**src/hdl/sud_pkg.sv**
```systemverilog
// Package: shared constants and the queue word type of the sort-and-deduplicate block.
package sud_pkg;

	// Default capacity of the element chain.
	localparam int DEPTH_DEF = 32;

	// Decoupling queue between front and back; the depth must be a power of two.
	localparam int FQ_DEPTH = 4;
	localparam int FQ_AW    = $clog2(FQ_DEPTH);
	localparam int FQ_CW    = $clog2(FQ_DEPTH + 1);

	localparam int VAL_W = 32;

	// One classified element on its way from front to back.
	typedef struct packed {
		logic signed [VAL_W-1:0] value;
		logic                    drop;      // raw count reached DEPTH, do not insert
		logic                    last_item; // closes the set, start the emit
		logic                    overflow;  // set-wide overflow, valid with last_item
	} entry_t;

endpackage

```
**src/hdl/sud_in_if.sv**
```systemverilog
// Interface: input channel carrying one element word per handshake.
interface sud_in_if;
	logic        valid;
	logic        ready;
	logic signed [31:0] value;
	logic        last_item;

	modport source (output valid, output value, output last_item, input ready);
	modport sink (input valid, input value, input last_item, output ready);
endinterface

```
**src/hdl/sud_out_if.sv**
```systemverilog
// Interface: output channel carrying one distinct result word per handshake.
interface sud_out_if;
	logic        valid;
	logic        ready;
	logic signed [31:0] unique_value;
	logic        last_result;
	logic        overflow;

	modport source (output valid, output unique_value, output last_result, output overflow,
		input ready);
	modport sink (input valid, input unique_value, input last_result, input overflow,
		output ready);
endinterface

```
**src/hdl/sud_front.sv**
```systemverilog
// Module: front end that accepts element words, counts the set and flags overflow.
module sud_front #(
	parameter int DEPTH = sud_pkg::DEPTH_DEF
) (
	input  logic            clk,
	input  logic            arst_n,
	sud_in_if.sink          items,
	output logic            push_valid,
	input  logic            push_ready,
	output sud_pkg::entry_t push_entry
);
	import sud_pkg::*;

	localparam int CW = $clog2(DEPTH + 1);

	logic [CW-1:0] count_q;
	logic          ovf_q;
	logic          full;
	logic          acc;

	assign full         = (count_q == CW'(DEPTH));
	assign items.ready  = push_ready;
	assign push_valid   = items.valid;
	assign acc          = items.valid && push_ready;

	always_comb begin
		push_entry.value     = items.value;
		push_entry.drop      = full;
		push_entry.last_item = items.last_item;
		push_entry.overflow  = ovf_q || full;
	end

	// Count raw elements; drop once DEPTH raw elements are counted.
	always_ff @(posedge clk or negedge arst_n) begin
		if (!arst_n) begin
			count_q <= '0;
			ovf_q   <= 1'b0;
		end else if (acc) begin
			if (items.last_item) begin
				count_q <= '0;
				ovf_q   <= 1'b0;
			end else begin
				if (!full)
					count_q <= count_q + 1'b1;
				ovf_q <= ovf_q || full;
			end
		end
	end

endmodule

```
**src/hdl/sud_fifo.sv**
```systemverilog
// Module: short queue that decouples the front end from the insertion chain.
module sud_fifo (
	input  logic            clk,
	input  logic            arst_n,
	input  logic            push_valid,
	output logic            push_ready,
	input  sud_pkg::entry_t push_entry,
	output logic            pop_valid,
	input  logic            pop_ready,
	output sud_pkg::entry_t pop_entry
);
	import sud_pkg::*;

	entry_t           mem_q [FQ_DEPTH];
	logic [FQ_AW-1:0] wr_ptr_q;
	logic [FQ_AW-1:0] rd_ptr_q;
	logic [FQ_CW-1:0] count_q;
	logic             do_push;
	logic             do_pop;

	assign push_ready = (count_q != FQ_CW'(FQ_DEPTH));
	assign pop_valid  = (count_q != '0);
	assign pop_entry  = mem_q[rd_ptr_q];
	assign do_push    = push_valid && push_ready;
	assign do_pop     = pop_valid && pop_ready;

	always_ff @(posedge clk) begin
		if (do_push)
			mem_q[wr_ptr_q] <= push_entry;
	end

	always_ff @(posedge clk or negedge arst_n) begin
		if (!arst_n) begin
			wr_ptr_q <= '0;
			rd_ptr_q <= '0;
			count_q  <= '0;
		end else begin
			if (do_push)
				wr_ptr_q <= wr_ptr_q + 1'b1;
			if (do_pop)
				rd_ptr_q <= rd_ptr_q + 1'b1;
			case ({do_push, do_pop})
				2'b10:   count_q <= count_q + 1'b1;
				2'b01:   count_q <= count_q - 1'b1;
				default: count_q <= count_q;
			endcase
		end
	end

endmodule

```
**src/hdl/sud_back.sv**
```systemverilog
// Module: sorted insertion chain with duplicate suppression and result emitter.
module sud_back #(
	parameter int DEPTH = sud_pkg::DEPTH_DEF
) (
	input  logic            clk,
	input  logic            arst_n,
	input  logic            pop_valid,
	output logic            pop_ready,
	input  sud_pkg::entry_t pop_entry,
	sud_out_if.source       results
);
	import sud_pkg::*;

	logic signed [VAL_W-1:0] data_q  [DEPTH];
	logic        [DEPTH-1:0] valid_q;
	logic                    emitting_q;
	logic                    ovf_q;

	logic                    out_valid_q;
	logic signed [VAL_W-1:0] out_value_q;
	logic                    out_last_q;
	logic                    out_ovf_q;

	logic [DEPTH-1:0]        sh;
	logic [DEPTH-1:0]        eq;
	logic [DEPTH-1:0]        lead;
	logic [DEPTH-1:0]        prev_v;
	logic [DEPTH-1:0]        next_v;
	logic signed [VAL_W-1:0] prev_d [DEPTH];
	logic signed [VAL_W-1:0] next_d [DEPTH];
	logic                    dup;
	logic                    pop;
	logic                    ins;
	logic                    emit_go;
	logic                    emit_end;

	assign pop_ready = !emitting_q;
	assign pop       = pop_valid && !emitting_q;

	// Per cell: does the new value go here or before, and is it already held.
	always_comb begin
		for (int i = 0; i < DEPTH; i++) begin
			sh[i] = !valid_q[i] || (data_q[i] > pop_entry.value);
			eq[i] = valid_q[i] && (data_q[i] == pop_entry.value);
		end
	end

	// Neighbor wiring of the chain.
	for (genvar g = 0; g < DEPTH; g++) begin : g_cell
		if (g == 0) begin : g_head
			assign lead[g]   = sh[g];
			assign prev_v[g] = 1'b1;
			assign prev_d[g] = pop_entry.value;
		end else begin : g_body
			assign lead[g]   = sh[g] && !sh[g-1];
			assign prev_v[g] = valid_q[g-1];
			assign prev_d[g] = data_q[g-1];
		end
		if (g == DEPTH - 1) begin : g_tail
			assign next_v[g] = 1'b0;
			assign next_d[g] = data_q[g];
		end else begin : g_inner
			assign next_v[g] = valid_q[g+1];
			assign next_d[g] = data_q[g+1];
		end
	end

	assign dup      = |eq;
	assign ins      = pop && !pop_entry.drop && !dup;
	assign emit_go  = emitting_q && (!out_valid_q || results.ready);
	assign emit_end = emit_go && !valid_q[1];

	// Insert by shifting the greater cells up; emit by shifting the chain down.
	always_ff @(posedge clk) begin
		for (int i = 0; i < DEPTH; i++) begin
			if (ins && sh[i])
				data_q[i] <= lead[i] ? pop_entry.value : prev_d[i];
			else if (emit_go)
				data_q[i] <= next_d[i];
		end
	end

	always_ff @(posedge clk or negedge arst_n) begin
		if (!arst_n) begin
			valid_q    <= '0;
			emitting_q <= 1'b0;
			ovf_q      <= 1'b0;
		end else begin
			for (int i = 0; i < DEPTH; i++) begin
				if (ins && sh[i])
					valid_q[i] <= lead[i] ? 1'b1 : prev_v[i];
				else if (emit_go)
					valid_q[i] <= next_v[i];
			end
			if (pop && pop_entry.last_item) begin
				emitting_q <= 1'b1;
				ovf_q      <= pop_entry.overflow;
			end else if (emit_end) begin
				emitting_q <= 1'b0;
			end
		end
	end

	// Output register: hold the word until it is taken.
	always_ff @(posedge clk or negedge arst_n) begin
		if (!arst_n) begin
			out_valid_q <= 1'b0;
		end else if (emit_go) begin
			out_valid_q <= 1'b1;
		end else if (results.ready) begin
			out_valid_q <= 1'b0;
		end
	end

	always_ff @(posedge clk) begin
		if (emit_go) begin
			out_value_q <= data_q[0];
			out_last_q  <= !valid_q[1];
			out_ovf_q   <= ovf_q;
		end
	end

	assign results.valid        = out_valid_q;
	assign results.unique_value = out_value_q;
	assign results.last_result  = out_last_q;
	assign results.overflow     = out_ovf_q;

	for (genvar g = 1; g < DEPTH; g++) begin : g_prefix_chk
		a_valid_prefix: assert property (@(posedge clk) disable iff (!arst_n)
			valid_q[g] |-> valid_q[g-1])
			else $error("chain valid bits not contiguous");
	end

	a_no_full_insert: assert property (@(posedge clk) disable iff (!arst_n)
		ins |-> !valid_q[DEPTH-1])
		else $error("insert into a full chain");

	a_emit_nonempty: assert property (@(posedge clk) disable iff (!arst_n)
		emitting_q |-> valid_q[0])
		else $error("emitting from an empty chain");

	a_emit_drains: assert property (@(posedge clk) disable iff (!arst_n)
		emit_end |=> !emitting_q && !valid_q[0])
		else $error("chain not empty after final result");

endmodule

```
**src/hdl/sort_and_deduplicate.sv**
```systemverilog
// Top level: sorts a set of Q16.16 values and emits the distinct ones in ascending order.
// Throughput: one element word per cycle while loading and the queue has room; one result
//   word per cycle during the emit while results.ready holds, set by the single chain shift.
// Path: with the queue empty, the marked word passes the queue register, the chain insert that
//   starts the emit and the output register before the first result is valid.
// Loading of the next set continues during an emit until the 4-word queue fills.
// Reset (arst_n low): counters, queue pointers, chain valid bits and output valid clear.
module sort_and_deduplicate #(
	parameter int DEPTH = sud_pkg::DEPTH_DEF
) (
	input  logic clk,
	input  logic arst_n,
	sud_in_if.sink    items,
	sud_out_if.source results
);
	import sud_pkg::*;

	// Front to queue.
	logic   push_valid;
	logic   push_ready;
	entry_t push_entry;

	// Queue to back.
	logic   pop_valid;
	logic   pop_ready;
	entry_t pop_entry;

	// Front: count raw elements of the set, mark drops once DEPTH are counted,
	// and stamp the set-wide overflow onto the marked word.
	sud_front #(
		.DEPTH (DEPTH)
	) u_front (
		.clk        (clk),
		.arst_n     (arst_n),
		.items      (items),
		.push_valid (push_valid),
		.push_ready (push_ready),
		.push_entry (push_entry)
	);

	// Queue: lets loading run on while the back end drains the previous set.
	sud_fifo u_fifo (
		.clk        (clk),
		.arst_n     (arst_n),
		.push_valid (push_valid),
		.push_ready (push_ready),
		.push_entry (push_entry),
		.pop_valid  (pop_valid),
		.pop_ready  (pop_ready),
		.pop_entry  (pop_entry)
	);

	// Back: keep distinct values sorted in a chain of cells, one insert per cycle while no emit runs;
	// after the marked word, shift them out lowest first.
	sud_back #(
		.DEPTH (DEPTH)
	) u_back (
		.clk       (clk),
		.arst_n    (arst_n),
		.pop_valid (pop_valid),
		.pop_ready (pop_ready),
		.pop_entry (pop_entry),
		.results   (results)
	);

endmodule
```
**src/flat_wrapper.sv**
```systemverilog
// flat-port wrapper written by rule: the top's interface ports become plain ports
module sort_and_deduplicate_flat import sud_pkg::*;
#(
	parameter int DEPTH = sud_pkg::DEPTH_DEF
)
  (clk, arst_n, items_valid, items_value, items_last_item, items_ready, results_valid, results_unique_value, results_last_result, results_overflow, results_ready);
  sud_in_if items_i ();
  sud_out_if results_i ();
  input  logic clk;
  input  logic arst_n;
  input wire logic [$bits(items_i.valid)-1:0] items_valid;
  input wire logic [$bits(items_i.value)-1:0] items_value;
  input wire logic [$bits(items_i.last_item)-1:0] items_last_item;
  output wire logic [$bits(items_i.ready)-1:0] items_ready;
  output wire logic [$bits(results_i.valid)-1:0] results_valid;
  output wire logic [$bits(results_i.unique_value)-1:0] results_unique_value;
  output wire logic [$bits(results_i.last_result)-1:0] results_last_result;
  output wire logic [$bits(results_i.overflow)-1:0] results_overflow;
  input wire logic [$bits(results_i.ready)-1:0] results_ready;
  assign items_i.valid = items_valid;
  assign items_i.value = items_value;
  assign items_i.last_item = items_last_item;
  assign items_ready = items_i.ready;
  assign results_valid = results_i.valid;
  assign results_unique_value = results_i.unique_value;
  assign results_last_result = results_i.last_result;
  assign results_overflow = results_i.overflow;
  assign results_i.ready = results_ready;
  sort_and_deduplicate #(.DEPTH(DEPTH)) u_core (.clk(clk), .arst_n(arst_n), .items(items_i), .results(results_i));
endmodule
```
**config.mk**
```make
export PLATFORM = sky130hd
export DESIGN_NAME = sort_and_deduplicate_flat
export DESIGN_NICKNAME = d
export VERILOG_FILES = /design/src/hdl/sud_pkg.sv /design/src/hdl/sud_in_if.sv /design/src/hdl/sud_out_if.sv /design/src/hdl/sud_front.sv /design/src/hdl/sud_fifo.sv /design/src/hdl/sud_back.sv /design/src/hdl/sort_and_deduplicate.sv /design/src/flat_wrapper.sv
export SDC_FILE = /design/constraint.sdc
export NUM_CORES = 2
export LEC_CHECK = 0
export BUFFER_PORTS_ARGS = -buffer_cell sky130_fd_sc_hd__buf_2
export CORE_MARGIN = 5
export CORE_UTILIZATION = 35
export CTS_CLUSTER_DIAMETER = 60
export DETAILED_ROUTE_END_ITERATION = 16
export GPL_ROUTABILITY_DRIVEN = 0
export GPL_TIMING_DRIVEN = 0
export PLACE_DENSITY = 0.57
export SLEW_MARGIN = 40
export SYNTH_ARGS = -nofsm -noshare
export SYNTH_HDL_FRONTEND = slang
export SYNTH_SLANG_ARGS = --single-unit
export TNS_END_PERCENT = 5
```
**constraint.sdc**
```tcl
create_clock -name clk -period 7.33 [get_ports clk]
set_clock_uncertainty 0.15 [all_clocks]
set_input_delay 1.0995 -clock clk [delete_from_list [all_inputs] [get_ports clk]]
set_output_delay 1.0995 -clock clk [all_outputs]
set_load 0.02 [all_outputs]
```
# ---- Word-level counts from Yosys, hierarchy flattened
# Memories as Yosys holds them, arrays and structs flattened.
# Cells that the tools add are included.
dict set report classes {
  add_sub_neg 5
  n_lt_le_gt_ge 32
  eq_ne 37
  mux 297
  n_bitwise 32
  n_reduce_logical 241
}
# op n
set op_table {}
lappend op_table {{$mux W32} 63}
lappend op_table {{$eq A32 B32 Y1} 32}
lappend op_table {{$gt A32 B32 Y1} 32}
lappend op_table {{$mux W1} 231}
lappend op_table {{$logic_and A1 B1 Y1} 102}
lappend op_table {{$reduce_bool A2 Y1} 35}
lappend op_table {{$logic_not A1 Y1} 67}
lappend op_table {{$logic_or A1 B1 Y1} 34}
lappend op_table {{$or A1 B1 Y1} 32}
lappend op_table {{$reduce_or A32 Y1} 1}
lappend op_table {{$mux W6} 2}
lappend op_table {{$add A6 B1 Y6 const B} 1}
lappend op_table {{$eq A6 B6 Y1 const B} 1}
lappend op_table {{$pmux W3 S2} 1}
lappend op_table {{$add A2 B1 Y2 const B} 2}
lappend op_table {{$add A3 B1 Y3 const B} 1}
lappend op_table {{$ne A3 B3 Y1 const B} 1}
lappend op_table {{$reduce_bool A3 Y1} 1}
lappend op_table {{$sub A3 B1 Y3 const B} 1}
lappend op_table {{$eq A2 B1 Y1 const B} 1}
lappend op_table {{$eq A2 B2 Y1 const B} 1}
lappend op_table {{$ne A2 B2 Y1 const B} 1}
lappend op_table {{$reduce_and A2 Y1} 1}
dict set report word_totals {
  ff_bits 83
  ram_bits 1164
  inputBits 37
  wordCells 689
  mem_count 2
}
# memory words width read_ports rd_ports_with_merged_regs wr line_no
set mem_list {}
lappend mem_list {u_core.u_back.data_q 32 32 32 0 32 sud_back.sv:14} ;# logic signed [VAL_W-1:0] data_q [DEPTH];
lappend mem_list {u_core.u_fifo.mem_q 4 35 1 0 1 sud_fifo.sv:14} ;# entry_t mem_q [FQ_DEPTH];

# ---- Longest topological paths before layout
# An unclocked memory read counts as a cell.
dict set report depth {
  word_depth 10
  mapped_depth 18
  depth_no_buf 12
}

# ---- Modules after synthesis
# Synthesis repeated with hierarchy kept, for this count alone.
dict set report hier_totals {
  cells_unflattened 8480
  hier_area_um2 85470.7
}
# mod instances cells_per_inst area_per_inst_um2
set modules_own_cells {}
lappend modules_own_cells {sud_back 1 8177 79296.1}
lappend modules_own_cells {sud_fifo 1 220 5470.2}
lappend modules_own_cells {sud_front 1 83 704.4}

# ---- Worst setup path after synthesis
# No wires, ideal clock.
dict set report synth_path {
  path_type {register to register}
  startpoint {register u_core.u_fifo.rd_ptr_q[1]}
  endpoint {memory u_core.u_back.data_q[6][0], in the netlist u_core.u_back.data_q[0][192], enable pin}
  arrival_ns 7.464
  path_slack_ns -0.751
  stages_incl_launch_ff 14
  n_path_buf 3
  period_less_slack_ns 8.081
  cell_sequence {dfrtp_1 buf_2 buf_2 mux2_2 o21ai_0 ha_1 a21o_1 nand3_1 o211ai_1 a2111o_1 a32o_1 or2_2 clkbuf_1 o21ai_0}
}
# element line_no
set synth_rtl {}
lappend synth_rtl {{start: declaration} sud_fifo.sv:16} ;# logic [FQ_AW-1:0] rd_ptr_q;
lappend synth_rtl {{start signal: assignment} sud_fifo.sv:41} ;# rd_ptr_q <= rd_ptr_q + 1'b1;
lappend synth_rtl {{end: declaration} sud_back.sv:14}

==> metrics.yaml <==
layout:
  drive_gt1_frac: 0.0947
  nNetsFinal: 9657
  area_delta_synth_final_pct: 17.1
  final_common_cell: "a21oi_1"
  final_cell_mix: "a21oi_1, nand2_1, edfxtp_1"
yosys:
  synth-edff-count: 1198
  syn_nets: 9215
  synth_cells: 8146
  syn_area_sq_mm: 0.0840
  synth_async_sr_flop_share: 0.0393
  synth_area_per_cell_sq_um: 10.3
  synth_flop_cell: "edfxtp_1"
  synth-seq-area-share: 0.443
  synthTopCellsByArea: "edfxtp_1, ha_1, a221o_1, a21oi_1, nand2_1"
  yosysTopAreaCellShare: 0.428
  yosysTopAreaCell: "edfxtp_1"
  synth-seq-cells: 1247
  ys_warn_count: 0
  synth_cell_type_count: 75
clocking:
  root_buffer: "clkbuf_16"
  ctsLongestPathBuffers: 3
  cts.clk_slew.worst_paths_ps: 60
  htree_levels: 4
  cts_hold_buf: 0
  cts_tree: "built"
  cts_setup_buffers: 0
  cts_sinks: 1247
  numCtsBuffers: 162
  clock_latency_ps: 870
die:
  ioPinCount: 73
  die_y_microns: 500
  fp-row-count: 179
  start_util: 0.352
  core_sq_mm: 0.238
  die-area_sq_mm: 0.250
  die_w_microns: 500
placement:
  dp_hpwl_mm: 305
  post-place-ws_ps: -162
  port_buffers: 72
job:
  max_cap_violations: 0
routing:
  routed_via_density: 6.67
  ant_nets: 0
  first_iter_violations: 11800
  vias: 79500
  drc_errors: 0
  routed_wl_mm: 389
  drt-wirelength-per-cell_microns: 32.7
  drt-pass1-iter-count: 9
grt:
  grt_pass1_vias: 74100
  grt_max_degree: 35
  grtUsageTotal: 0.298
  met3_usage: 0.108
  grt_overflow: 0
  antenna_found_initial: 23
  use_met2: 0.419
  busiest_layer: "met2"
  grt_pass1_wl_mm: 540
  grtUsageMet1: 0.397
critical_path:
  reg2regPathDepth: 21
  critPathKind: "reg2reg"
  worstPathRequired_ps: 7780
  crit_arrival_ps: 7500
  crit_path_max_fanout: 15
  start_kind: "flop"
  cp-end-kind: "flop"
timing:
  finalCriticalPeriod_ps: 7050
  fin_ws_ps: 277
  final-max-slew-violation-count: 0
  finalSetupViolations: 0
  worst_pin_slew_ps: 919
  rsz0062_at_grt: "false"
  period_share: 0.962
  fmax_mhz: 142
  hold_violations: 0
  slew_headroom: 0.383
status:
  outcome: "finished clean"
hold_path:
  hold_class: "in2async"
final timing paths:
path                                                 to  slack, ps                 startpoint
min                           u_core.u_front.count_q[1]         30                     arst_n
min reg2reg                    u_core.u_fifo.count_q[0]        360   u_core.u_fifo.count_q[0]
max reg2reg                u_core.u_back.data_q[0][401]        280  u_core.u_fifo.rd_ptr_q[1]
max                        u_core.u_back.data_q[0][401]        280  u_core.u_fifo.rd_ptr_q[1]
max in group asynchronous     u_core.u_back.valid_q[19]       6400                     arst_n
min in group clk             u_core.u_fifo.mem_q[1][17]        310            items_value[14]
cell families after synthesis:
| logic type | share of synthesized area |
|---|---|
| flops | 0.443 |
| mux | 0.0134 |
| fa+ha+maj | 0.154 |
| compound gates | 0.240 |
| xor+xnor | 0.00104 |
| buf+inv | 0.0378 |
| simple gates | 0.111 |
cells in the mapped netlist, types with 19 or more instances:
cell type,count
o211ai_1,145
a2111o_1,19
a21boi_0,23
nand4_1,244
nor2_1,159
mux2i_1,65
a21o_1,65
ha_1,1031
buf_2,36
a211oi_1,52
o21ai_0,165
nor2b_1,36
edfxtp_1,1198
clkbuf_1,599
and2_1,23
nor4_1,29
a221o_1,900
mux2_2,34
inv_1,181
dfrtp_1,49
nor3_1,68
nand3_1,186
a21oi_1,1289
nand2_1,1250
a32oi_1,28
per-stage QoR:
stage	setup TNS, ps	hold slack, ps	instances	cell area (sq um)	utilization
finish	0	31.4	11900	98400	0.413
global route	0	24.0	11900	98300	0.412
CTS	0	2.29	11900	98300	0.412
detailed placement	-17100	349	11600	92900	0.390
global placement	-	333	11400	88300	0.371
floorplan	-444600	269	8146	84000	-
per-layer routing:
| metal | up-vias | share of wire |
|---|---|---|
| met5 | - | 0.00056 |
| met4 | 26 | 0.066 |
| met3 | 1211 | 0.15 |
| met2 | 6172 | 0.40 |
| met1 | 38700 | 0.39 |
| li1 | 33400 | - |
timing repair:
action                     in CTS  in global routing
setup endpoints to repair     226                106
cloned                          0                  0
gates resized for setup         1                  2
final cells by class:
type                    count  area (sq um)
fillers                 22900        140000
multi-input cells        6070         44400
flip-flops and latches   1247         37200
clock buffers             199          4250
repair buffers            278          4020
well taps                3167          3960
plain buffers             647          2660
clock inverters           102          1120
inverters                 182           683
diodes                     25          62.6
flip-flops by register name, indices dropped and copies added (netlist names), 2 cells and up:
| register | count |
|---|---|
| u_core.u_fifo.rd_ptr_q | 2 |
| u_core.u_front.count_q | 6 |
| u_core.u_back.data_q | 1024 |
| u_core.u_back.results.unique_value | 32 |
| u_core.u_back.valid_q | 32 |
| u_core.u_fifo.wr_ptr_q | 2 |
| u_core.u_fifo.count_q | 3 |
| u_core.u_fifo.mem_q | 140 |
critical path, stage by stage (launching register included):
cell,delay [ps]
dfrtp_1,440
buf_2,310
buf_2,350
buf_2,390
mux2i_1,240
nand2_1,110
o21ai_4,110
buf_8,200
buf_8,230
buf_8,200
ha_1,160
nand4_1,170
nor4_2,560
nand3_2,460
nand4_1,500
nor4_1,140
nand3_1,130
buf_2,630
buf_4,580
o21ai_4,210
buf_8,220
buf_8,160
Power is not shown: default switching activity piles up to over one toggle a cycle in this logic, so the estimate is an artifact.
